File: src/rtl/assert_macros.svh
// Assertion macros for the window control RTL.
// No dependencies.
`ifndef ASSERT_MACROS_SVH
`define ASSERT_MACROS_SVH
// Implication checked at every rising clock edge outside reset.
`define ASSERT_IMPLIES(label, clk, rst, ante, cons, msg) \
   label: assert property (@(posedge clk) disable iff (rst) (ante) |-> (cons)) \
      else $error(msg);
// Next-cycle implication outside reset.
`define ASSERT_NEXT(label, clk, rst, ante, cons, msg) \
   label: assert property (@(posedge clk) disable iff (rst) (ante) |=> (cons)) \
      else $error(msg);
`endif

File: src/rtl/srwc_pkg.sv
// Types and codes for the selective-repeat window control unit.
// No dependencies.
package srwc_pkg;
   localparam int MAX_SEQ_NUM = 15;
   localparam int NR_BUFS = (MAX_SEQ_NUM + 1) / 2;
   localparam int SEQ_MOD = MAX_SEQ_NUM + 1;

   localparam logic [2:0] CMD_PACKET = 3'd0;
   localparam logic [2:0] CMD_PHY = 3'd1;
   localparam logic [2:0] CMD_FRAME = 3'd2;
   localparam logic [2:0] CMD_DATA_TO = 3'd3;
   localparam logic [2:0] CMD_ACK_TO = 3'd4;

   localparam logic [1:0] KIND_DATA = 2'd0;
   localparam logic [1:0] KIND_NAK = 2'd2;

   localparam logic [2:0] ACT_STATUS = 3'd0;
   localparam logic [2:0] ACT_SEND_DATA = 3'd1;
   localparam logic [2:0] ACT_SEND_ACK = 3'd2;
   localparam logic [2:0] ACT_SEND_NAK = 3'd3;
   localparam logic [2:0] ACT_STORE = 3'd4;
   localparam logic [2:0] ACT_DELIVER = 3'd5;
   localparam logic [2:0] ACT_STOP_TIMER = 3'd6;

   localparam logic [1:0] TIMER_KEEP = 2'd0;
   localparam logic [1:0] TIMER_START = 2'd1;
   localparam logic [1:0] TIMER_STOP = 2'd2;

   typedef struct packed {
      logic [2:0] cmd;
      logic       crc_ok;
      logic [1:0] frame_kind;
      logic [3:0] frame_seq;
      logic [3:0] piggy_ack;
      logic [2:0] timer_slot;
   } req_type;

   typedef struct packed {
      logic [2:0] action;
      logic [3:0] seq_num;
      logic [3:0] ack_num;
      logic [2:0] slot;
      logic [1:0] ack_timer_op;
      logic       network_enable;
      logic       last;
   } rsp_type;
endpackage

File: src/rtl/srwc_queue.sv
// Small event queue between the front end and the window engine.
// Depends on srwc_pkg.
module srwc_queue #(
   parameter int DEPTH = 2
) (
   input  logic             clock,
   input  logic             reset,
   input  logic             in_valid,
   output logic             in_ready,
   input  srwc_pkg::req_type in_data,
   output logic             out_valid,
   input  logic             out_ready,
   output srwc_pkg::req_type out_data
);
   import srwc_pkg::*;
   localparam int AW = (DEPTH > 1) ? $clog2(DEPTH) : 1;
   req_type mem_ff [DEPTH];
   logic [AW-1:0] wr_ff, wr_in, rd_ff, rd_in;
   logic [AW:0] cnt_ff, cnt_in;
   logic push, pop;

   assign in_ready = cnt_ff != (AW+1)'(DEPTH);
   assign out_valid = cnt_ff != '0;
   assign out_data = mem_ff[rd_ff];
   assign push = in_valid && in_ready;
   assign pop = out_valid && out_ready;

   always_comb begin
      wr_in = wr_ff;
      rd_in = rd_ff;
      if (push) wr_in = (wr_ff == AW'(DEPTH - 1)) ? '0 : wr_ff + 1'b1;
      if (pop) rd_in = (rd_ff == AW'(DEPTH - 1)) ? '0 : rd_ff + 1'b1;
      cnt_in = cnt_ff + (AW+1)'(push) - (AW+1)'(pop);
   end

   always_ff @(posedge clock) begin
      if (reset) begin
         wr_ff <= '0;
         rd_ff <= '0;
         cnt_ff <= '0;
      end else begin
         wr_ff <= wr_in;
         rd_ff <= rd_in;
         cnt_ff <= cnt_in;
      end
      if (push) mem_ff[wr_ff] <= in_data;
   end
endmodule

File: src/rtl/srwc_engine.sv
// Window engine: walks one event at a time, at most one command a cycle while the output register is free.
// Depends on srwc_pkg and assert_macros.svh.
`include "assert_macros.svh"
module srwc_engine (
   input  logic             clock,
   input  logic             reset,
   input  logic             ev_valid,
   output logic             ev_ready,
   input  srwc_pkg::req_type ev_data,
   output logic             rsp_valid,
   input  logic             rsp_ready,
   output srwc_pkg::rsp_type rsp_data
);
   import srwc_pkg::*;
   localparam int SW = 4;
   localparam int BW = (NR_BUFS > 1) ? $clog2(NR_BUFS) : 1;
   localparam logic [SW-1:0] MAXS = SW'(MAX_SEQ_NUM);

   typedef enum logic [2:0] {
      S_IDLE, S_FIRST, S_STORE, S_DELIVER, S_RESEND, S_STOP, S_STATUS
   } state_type;

   state_type state_ff;
   req_type ev_ff;
   logic [SW-1:0] sl_ff, sn_ff, rl_ff, ru_ff, out_ff;
   logic nak_ff, phy_ff;
   logic [NR_BUFS-1:0] arr_ff;
   logic [4:0] cnt_ff;
   logic [BW:0] dcnt_ff;
   logic rsp_valid_ff;
   rsp_type rsp_ff;

   function automatic logic [SW-1:0] inc(input logic [SW-1:0] k);
      return (k < MAXS) ? k + 1'b1 : '0;
   endfunction
   function automatic logic inwin(input logic [SW-1:0] a, b, c);
      return ((a <= b) && (b < c)) || ((c < a) && (a <= b)) || ((b < c) && (c < a));
   endfunction
   function automatic logic [BW-1:0] slotof(input logic [SW-1:0] s);
      return BW'(s % SW'(NR_BUFS));
   endfunction

   logic [SW-1:0] fseq, fack, ackv, rs, tslot, dto_seq;
   assign fseq = ev_ff.frame_seq;
   assign fack = ev_ff.piggy_ack;
   assign ackv = (rl_ff == '0) ? MAXS : rl_ff - 1'b1;
   assign rs = inc(fack);
   assign tslot = {1'b0, ev_ff.timer_slot};
   // Outside the send window the expired slot belongs to the upper half.
   assign dto_seq = inwin(sl_ff, tslot, sn_ff) ? tslot : tslot + SW'(NR_BUFS);

   // Output slot is free when empty or being taken this cycle.
   logic emit_ok;
   assign emit_ok = !rsp_valid_ff || rsp_ready;
   assign rsp_valid = rsp_valid_ff;
   assign rsp_data = rsp_ff;
   assign ev_ready = (state_ff == S_IDLE);

   function automatic rsp_type mk(input logic [2:0] a, input logic [SW-1:0] s, q,
                                  input logic [BW-1:0] sl, input logic [1:0] t);
      rsp_type r;
      r = '0;
      r.action = a; r.seq_num = s; r.ack_num = q; r.slot = 3'(sl); r.ack_timer_op = t;
      return r;
   endfunction

   always_ff @(posedge clock) begin
      if (reset) begin
         state_ff <= S_IDLE;
         sl_ff <= '0; sn_ff <= '0; rl_ff <= '0; ru_ff <= SW'(NR_BUFS);
         out_ff <= '0; nak_ff <= 1'b1; phy_ff <= 1'b0; arr_ff <= '0;
         rsp_valid_ff <= 1'b0; cnt_ff <= '0; dcnt_ff <= '0;
      end else begin
         if (rsp_valid_ff && rsp_ready) rsp_valid_ff <= 1'b0;
         case (state_ff)
            S_IDLE: begin
               if (ev_valid) begin
                  ev_ff <= ev_data;
                  state_ff <= S_FIRST;
               end
            end
            S_FIRST: if (emit_ok) begin
               cnt_ff <= '0;
               dcnt_ff <= '0;
               state_ff <= S_STATUS;
               case (ev_ff.cmd)
                  CMD_PACKET: if (out_ff < SW'(NR_BUFS)) begin
                     out_ff <= out_ff + 1'b1;
                     rsp_ff <= mk(ACT_SEND_DATA, sn_ff, ackv, slotof(sn_ff), TIMER_STOP);
                     rsp_valid_ff <= 1'b1;
                     sn_ff <= inc(sn_ff);
                  end
                  CMD_PHY: phy_ff <= 1'b1;
                  CMD_FRAME: begin
                     if (!ev_ff.crc_ok) begin
                        if (nak_ff) begin
                           rsp_ff <= mk(ACT_SEND_NAK, '0, ackv, '0, TIMER_STOP);
                           rsp_valid_ff <= 1'b1;
                           nak_ff <= 1'b0;
                        end
                     end else begin
                        if (ev_ff.frame_kind == KIND_DATA) begin
                           rsp_valid_ff <= 1'b1;
                           if (fseq != rl_ff && nak_ff) begin
                              rsp_ff <= mk(ACT_SEND_NAK, '0, ackv, '0, TIMER_STOP);
                              nak_ff <= 1'b0;
                           end else begin
                              rsp_ff <= mk(ACT_STATUS, '0, '0, '0, TIMER_START);
                           end
                           state_ff <= S_STORE;
                        end else begin
                           state_ff <= S_RESEND;
                        end
                     end
                  end
                  CMD_DATA_TO: begin
                     rsp_ff <= mk(ACT_SEND_DATA, dto_seq, ackv, slotof(dto_seq), TIMER_STOP);
                     rsp_valid_ff <= 1'b1;
                  end
                  CMD_ACK_TO: begin
                     rsp_ff <= mk(ACT_SEND_ACK, '0, ackv, '0, TIMER_STOP);
                     rsp_valid_ff <= 1'b1;
                  end
                  default: ;
               endcase
            end
            S_STORE: if (emit_ok) begin
               if (inwin(rl_ff, fseq, ru_ff) && !arr_ff[slotof(fseq)]) begin
                  arr_ff[slotof(fseq)] <= 1'b1;
                  rsp_ff <= mk(ACT_STORE, fseq, '0, slotof(fseq), TIMER_KEEP);
                  rsp_valid_ff <= 1'b1;
                  state_ff <= S_DELIVER;
               end else begin
                  state_ff <= S_STOP;
               end
            end
            S_DELIVER: if (emit_ok) begin
               if (dcnt_ff < (BW+1)'(NR_BUFS) && arr_ff[slotof(rl_ff)]) begin
                  rsp_ff <= mk(ACT_DELIVER, rl_ff, '0, slotof(rl_ff), TIMER_START);
                  rsp_valid_ff <= 1'b1;
                  nak_ff <= 1'b1;
                  arr_ff[slotof(rl_ff)] <= 1'b0;
                  rl_ff <= inc(rl_ff);
                  ru_ff <= inc(ru_ff);
                  dcnt_ff <= dcnt_ff + 1'b1;
               end else begin
                  state_ff <= S_STOP;
               end
            end
            S_RESEND: if (emit_ok) begin
               if (ev_ff.frame_kind == KIND_NAK && inwin(sl_ff, rs, sn_ff)) begin
                  rsp_ff <= mk(ACT_SEND_DATA, rs, ackv, slotof(rs), TIMER_STOP);
                  rsp_valid_ff <= 1'b1;
               end
               state_ff <= S_STOP;
            end
            S_STOP: if (emit_ok) begin
               if (cnt_ff < 5'(SEQ_MOD) && inwin(sl_ff, fack, sn_ff)) begin
                  if (out_ff != '0) out_ff <= out_ff - 1'b1;
                  rsp_ff <= mk(ACT_STOP_TIMER, '0, '0, slotof(sl_ff), TIMER_KEEP);
                  rsp_valid_ff <= 1'b1;
                  sl_ff <= inc(sl_ff);
                  cnt_ff <= cnt_ff + 1'b1;
               end else begin
                  state_ff <= S_STATUS;
               end
            end
            S_STATUS: if (emit_ok) begin
               rsp_ff <= '0;
               rsp_ff.network_enable <= (out_ff < SW'(NR_BUFS)) && phy_ff;
               rsp_ff.last <= 1'b1;
               rsp_valid_ff <= 1'b1;
               state_ff <= S_IDLE;
            end
            default: state_ff <= S_IDLE;
         endcase
      end
   end

   `ASSERT_IMPLIES(a_out_bound, clock, reset, 1'b1, out_ff <= SW'(NR_BUFS),
      "outstanding count above window")
   `ASSERT_IMPLIES(a_net_on_last, clock, reset, rsp_valid_ff && rsp_ff.network_enable,
      rsp_ff.last, "network enable on non-final item")
   `ASSERT_NEXT(a_take_event, clock, reset, ev_valid && ev_ready, state_ff == S_FIRST,
      "accepted event not started")
endmodule

File: src/rtl/selective_repeat_window_control_unit.sv
// Top level of the selective-repeat ARQ window control unit.
// Depends on srwc_pkg, srwc_queue and srwc_engine.
//
// Usage:
//   req_ carries one event (packet ready, phy ready, frame received,
//   data timeout, ack timeout). It lands in a QUEUE_DEPTH-entry queue, so the
//   front end keeps taking requests while the engine walks a window.
//   rsp_ carries the commands of each event in order; the final item is
//   a status item with last set and the network-enable flag.
//   Order: an accepted event waits in the queue, is taken into the engine's
//   event register when the engine is idle, and its first command is then
//   written to the output register. The engine issues at most one command a
//   cycle from its output register while the receiver takes it; the most
//   commands come from a data frame whose delivery and timer-stop walks each
//   cover the whole window (19 commands).
//   Reset: windows return to their start edges, the arrived map clears,
//   NAK is allowed and the physical layer is not ready.
//   A stalled receiver holds the output register and the walk; the queue
//   fills and then drops req_ready.
module selective_repeat_window_control_unit #(
   parameter int QUEUE_DEPTH = 2
) (
   input  logic             clock,
   input  logic             reset,
   input  logic             req_valid,
   output logic             req_ready,
   input  srwc_pkg::req_type req_data,
   output logic             rsp_valid,
   input  logic             rsp_ready,
   output srwc_pkg::rsp_type rsp_data
);
   import srwc_pkg::*;
   req_type q_data;
   logic q_valid, q_ready;

   // Hold events until the engine is free.
   srwc_queue #(.DEPTH(QUEUE_DEPTH)) u_queue (
      .clock(clock), .reset(reset),
      .in_valid(req_valid), .in_ready(req_ready), .in_data(req_data),
      .out_valid(q_valid), .out_ready(q_ready), .out_data(q_data)
   );

   // Advance the windows at most one command a cycle, while the output is taken.
   srwc_engine u_engine (
      .clock(clock), .reset(reset),
      .ev_valid(q_valid), .ev_ready(q_ready), .ev_data(q_data),
      .rsp_valid(rsp_valid), .rsp_ready(rsp_ready), .rsp_data(rsp_data)
   );
endmodule
File: config.mk
export PLATFORM = sky130hd
export DESIGN_NAME = selective_repeat_window_control_unit
export DESIGN_NICKNAME = d
export VERILOG_FILES = /design/src/rtl/srwc_pkg.sv /design/src/rtl/srwc_queue.sv /design/src/rtl/srwc_engine.sv /design/src/rtl/selective_repeat_window_control_unit.sv
export VERILOG_INCLUDE_DIRS = /design/src /design/src/rtl
export SDC_FILE = /design/constraint.sdc
export NUM_CORES = 1
export LEC_CHECK = 0
export BUFFER_PORTS_ARGS = -buffer_cell sky130_fd_sc_hd__buf_2
export CORE_MARGIN = 10
export CORE_UTILIZATION = 63
export CTS_BUF_LIST = sky130_fd_sc_hd__clkbuf_4 sky130_fd_sc_hd__clkbuf_8
export CTS_CLUSTER_SIZE = 24
export DETAILED_ROUTE_END_ITERATION = 16
export PLACE_DENSITY_LB_ADDON = 0.1
export SLEW_MARGIN = 15
export SYNTH_ARGS = -nofsm -noshare
export SYNTH_HDL_FRONTEND = slang
export SYNTH_SLANG_ARGS = --single-unit
File: constraint.sdc
create_clock -name clock -period 10.45 [get_ports clock]
set_input_delay 0.5225 -clock clock [delete_from_list [all_inputs] [get_ports clock]]
set_output_delay 0.5225 -clock clock [all_outputs]
set_load 0.01 [all_outputs]
==> results.sh <==
export IMPL_layout_nets=725
export IMPL_wl_per_cell_um=18.3
export IMPL_postCtsSetupBuffers=0
export IMPL_critPathArrivalTime_ns=3.42
export IMPL_globalRouteOverflowTotal=0
export IMPL_first_global_vias=4820
export IMPL_clock_root_buffer="clkbuf_8"
export IMPL_post_synth_mux_area_share_pct=5.74
export IMPL_critical_path_buf_inv_count=2
export IMPL_stdcell_count=805
export IMPL_regToRegStartpoint="u_engine.rl_ff[2]"
export IMPL_synth_async_sr_flop_share_pct=0
export IMPL_power_static_leakage_nw=2.69
export IMPL_fin_setup_tns_ns=0
export IMPL_worst_hold_startpoint="req_data[12]"
export IMPL_floorplan_core_area_mm2=0.00973
export IMPL_cp_slowest_cell="dfxtp_1"
export IMPL_utilization_pct=72.1
export IMPL_cts_tree="yes"
export IMPL_sequential_cell_area_mm2=0.00301
export IMPL_n_antenna_cell=0
export IMPL_layout_drive_gt1_share_pct=16.2
export IMPL_holdPathEnd="u_queue.mem_ff[0][12]"
export IMPL_finalCriticalPeriod_ns=3.29
export IMPL_first_pass_grt_wire_length_mm=24.5
export IMPL_fmaxAchievable_mhz=304
export IMPL_cts_inserted_buffers=17
export IMPL_endpoint_kind="flop"
export IMPL_startpoint_type_of_the_worst_setup_path="flop"
export IMPL_finalHoldViolCount=0
export IMPL_worstPathMaxFanout=18
export IMPL_dp_cell_count=773
export IMPL_detailedPlacementHpwl_mm=10.7
export IMPL_r2r_setup_slack_ns=7.16
export IMPL_top_level_ports=41
export IMPL_fin_crit_sh_pct=31.5
export IMPL_synthesis_nets=686
export IMPL_layout_common_cells="edfxtp_1, nand2_1, nor2_1, a21oi_1, dfxtp_1"
export IMPL_cts_buffer_depth=2
export IMPL_post_cts_resize_count=0
export IMPL_postRouteAntennaNets=0
export IMPL_critical_path_cell_chain="inv_1 > ha_1 > o21a_1 > nor2_1 > a21oi_1 > maj3_1 > o211ai_1 > nand2_1 > a2111oi_2 > buf_4"
export IMPL_synth_yosys_seq_area_share_pct=48.0
export IMPL_synth_yosys_warnings=0
export IMPL_grt_util_all_layers_pct=21.3
export IMPL_dominant_combinational_cell_family_by_area_after_synthesis="compound AO/OA/AOI/OAI gates"
export IMPL_timing_rr_end="u_engine.rsp_data[11]"
export IMPL_rsz0062_at_grt="false"
export IMPL_report_final_setup_viol=0
export IMPL_synth_xor_area_share_pct=2.09
export IMPL_power_per_cell_area_mw_per_mm2=237
export IMPL_floorplan_die_height_um=120
export IMPL_cts_reportedPaths_clkPinSlew_ns=0.07
export IMPL_drt_vias_per_instance=6.15
export IMPL_synth_edf_count=69
export IMPL_clk_insertion_delay_late_ns=0.45
export IMPL_worst_skew_ns=0.0102
export IMPL_grt_max_degree=39
export IMPL_dieArea_mm2=0.0144
export IMPL_whs_path_depth=1
export IMPL_max_slew_margin_pct=38.9
export IMPL_gp_congestion=0.919
export IMPL_fillcell_total=745
export IMPL_placementRows=36
export IMPL_data_required_critical_path_ns=10.58
export IMPL_run_status="completed"
export IMPL_synthDistinctLibCells=61
export IMPL_crit_path_max_delay_family="compound AO/OA/AOI/OAI gates"
export IMPL_synth_simple_gate_area_share_pct=13.0
export IMPL_flip_flop_and_latch_count_after_synthesis=116
export IMPL_final_common_cell="edfxtp_1"
export IMPL_multi_input_area_mm2=0.00300
export IMPL_syn_inst=620
export IMPL_cts_hold_buffers_added=0
export IMPL_postSynthAreaPerCell_um2=10.1
export IMPL_critical_path_max_stage_delay_ns=0.71
export IMPL_area_growth_synth_to_final_pct=11.7
export IMPL_cts_num_sinks=116
export IMPL_timing_max_cap_violations=0
export IMPL_final_max_slew_violation_count=0
export IMPL_hold_slack_final_ns=0.260
export IMPL_syn_cell_area_mm2=0.00628
export IMPL_number_of_vias_after_detailed_routing=4950
export IMPL_critical_path_class="flop to flop"
export IMPL_dieWidth_um=120
export IMPL_first_iter_violations=562
export IMPL_finalWirelength_mm=14.8
export IMPL_post_synth_fa_ha_maj_area_fraction_pct=9.88
export IMPL_antenna_violations_before_repair=0
export IMPL_detailedRoute_firstPassIterationCount=6
export IMPL_irDropWorstVdd_mv=0.188
export IMPL_synth_compound_gate_area_share_pct=16.9
export IMPL_placement_io_buffers=40
export IMPL_most_used_flip_flop_cell_after_synthesis="edfxtp_1"
export IMPL_reg2reg_path_depth=10
export IMPL_tightest_slew_ns=0.909
export IMPL_starting_density_of_the_core_pct=64.6
export IMPL_drcViolationCount=0
export IMPL_htreeDepth=4
export IMPL_worstHoldPathType="input port to flop"
==> report_power, final <==
part / switching (mW) / internal (mW)
Combinational: 0.344 / 0.202
Clock: 0.185 / 0.264
Sequential: 0.0710 / 0.596
==> metal layers <==
layer  GRT usage, %  share of wire [%]  vias up  wire, um
li1               -                  -     2372         -
met1           27.0                 44     2329      6440
met2           33.3                 46      215      6830
met3           5.77                7.8       34      1150
met4           9.58                2.3        0       339
met5              0                  0        -         0
==> area by class of cell <==
class	count	share of cell area (%)
Tap cell	133	2.37
Timing Repair Buffer	44	3.28
Multi-Input combinational cell	435	42.8
Inverter	45	2.41
Clock buffer	18	3.53
Clock inverter	14	2.62
Sequential cell	116	43.0
==> per-stage QoR <==
stage	total power, mW	cell area, um^2	setup WS (ns)
3_3_place_gp	1.20	6580	7.33
5_1_grt	1.76	7010	6.99
6_report	1.66	7010	7.16
4_1_cts	1.66	7010	7.19
3_5_place_dp	1.21	6580	7.22
2_1_floorplan	1.04	6280	5.15
==> synthesized netlist by cell type (all sizes together) (6+ instances only) <==
library cell | instances | share of area (%)
a21o | 6 | 0.72
nand3 | 13 | 1.0
nand2 | 56 | 3.5
edfxtp | 69 | 33
mux2 | 18 | 3.2
o31ai | 7 | 0.84
o21ai | 33 | 2.6
a31oi | 9 | 0.90
dfxtp | 47 | 15
nand2b | 7 | 0.70
o211ai | 10 | 1.2
a21oi | 51 | 4.1
nor2b | 8 | 0.80
inv | 42 | 2.5
buf | 7 | 0.70
xnor2 | 11 | 1.5
clkbuf | 17 | 1.0
nor3 | 13 | 1.0
nor2 | 56 | 3.5
ha | 44 | 8.8
mux2i | 9 | 1.4
==> flip-flops by register name, summed over array words and instances, names as in the netlist, 2 cells and up <==
| register | count |
|---|---|
| u_engine.arr_ff | 8 |
| u_engine.dcnt_ff | 4 |
| u_engine.sl_ff | 4 |
| u_engine.ru_ff | 4 |
| u_engine.state_ff | 3 |
| u_engine.ev_ff | 9 |
| u_queue.mem_ff | 34 |
| u_engine.rl_ff | 4 |
| u_engine.sn_ff | 4 |
| u_engine.fseq | 4 |
| u_engine.rsp_data | 18 |
| u_queue.cnt_ff | 2 |
| u_engine.cnt_ff | 5 |
| u_engine.fack | 4 |
| u_engine.out_ff | 4 |
==> worst max-delay path by stage <==
| stage | from | end | slack, ns | depth (start not counted) |
|---|---|---|---|---|
| after floorplan | u_engine.rl_ff[2] | u_engine.rsp_data[0] | 5.15 | 10 |
| after global placement | u_engine.rl_ff[2] | u_engine.rsp_data[14] | 7.33 | 10 |
| after detailed placement | u_engine.rl_ff[2] | u_engine.rsp_data[14] | 7.22 | 10 |
| after CTS | u_engine.rl_ff[2] | u_engine.rsp_data[11] | 7.19 | 10 |
| after global routing | u_engine.rl_ff[2] | u_engine.rsp_data[13] | 6.99 | 10 |
| final | u_engine.rl_ff[2] | u_engine.rsp_data[11] | 7.16 | 10 |
==> kinds of logic after synthesis <==
group	count (synthesis)
and+or+nand+nor	175
AOI/OAI and AO/OA	165
DFF	116
buffers and inverters	69
xor gates and xnor gates	15
muxes	30
adders and majority gates	50
No activity file was read; power rests on OpenSTA's default activity.
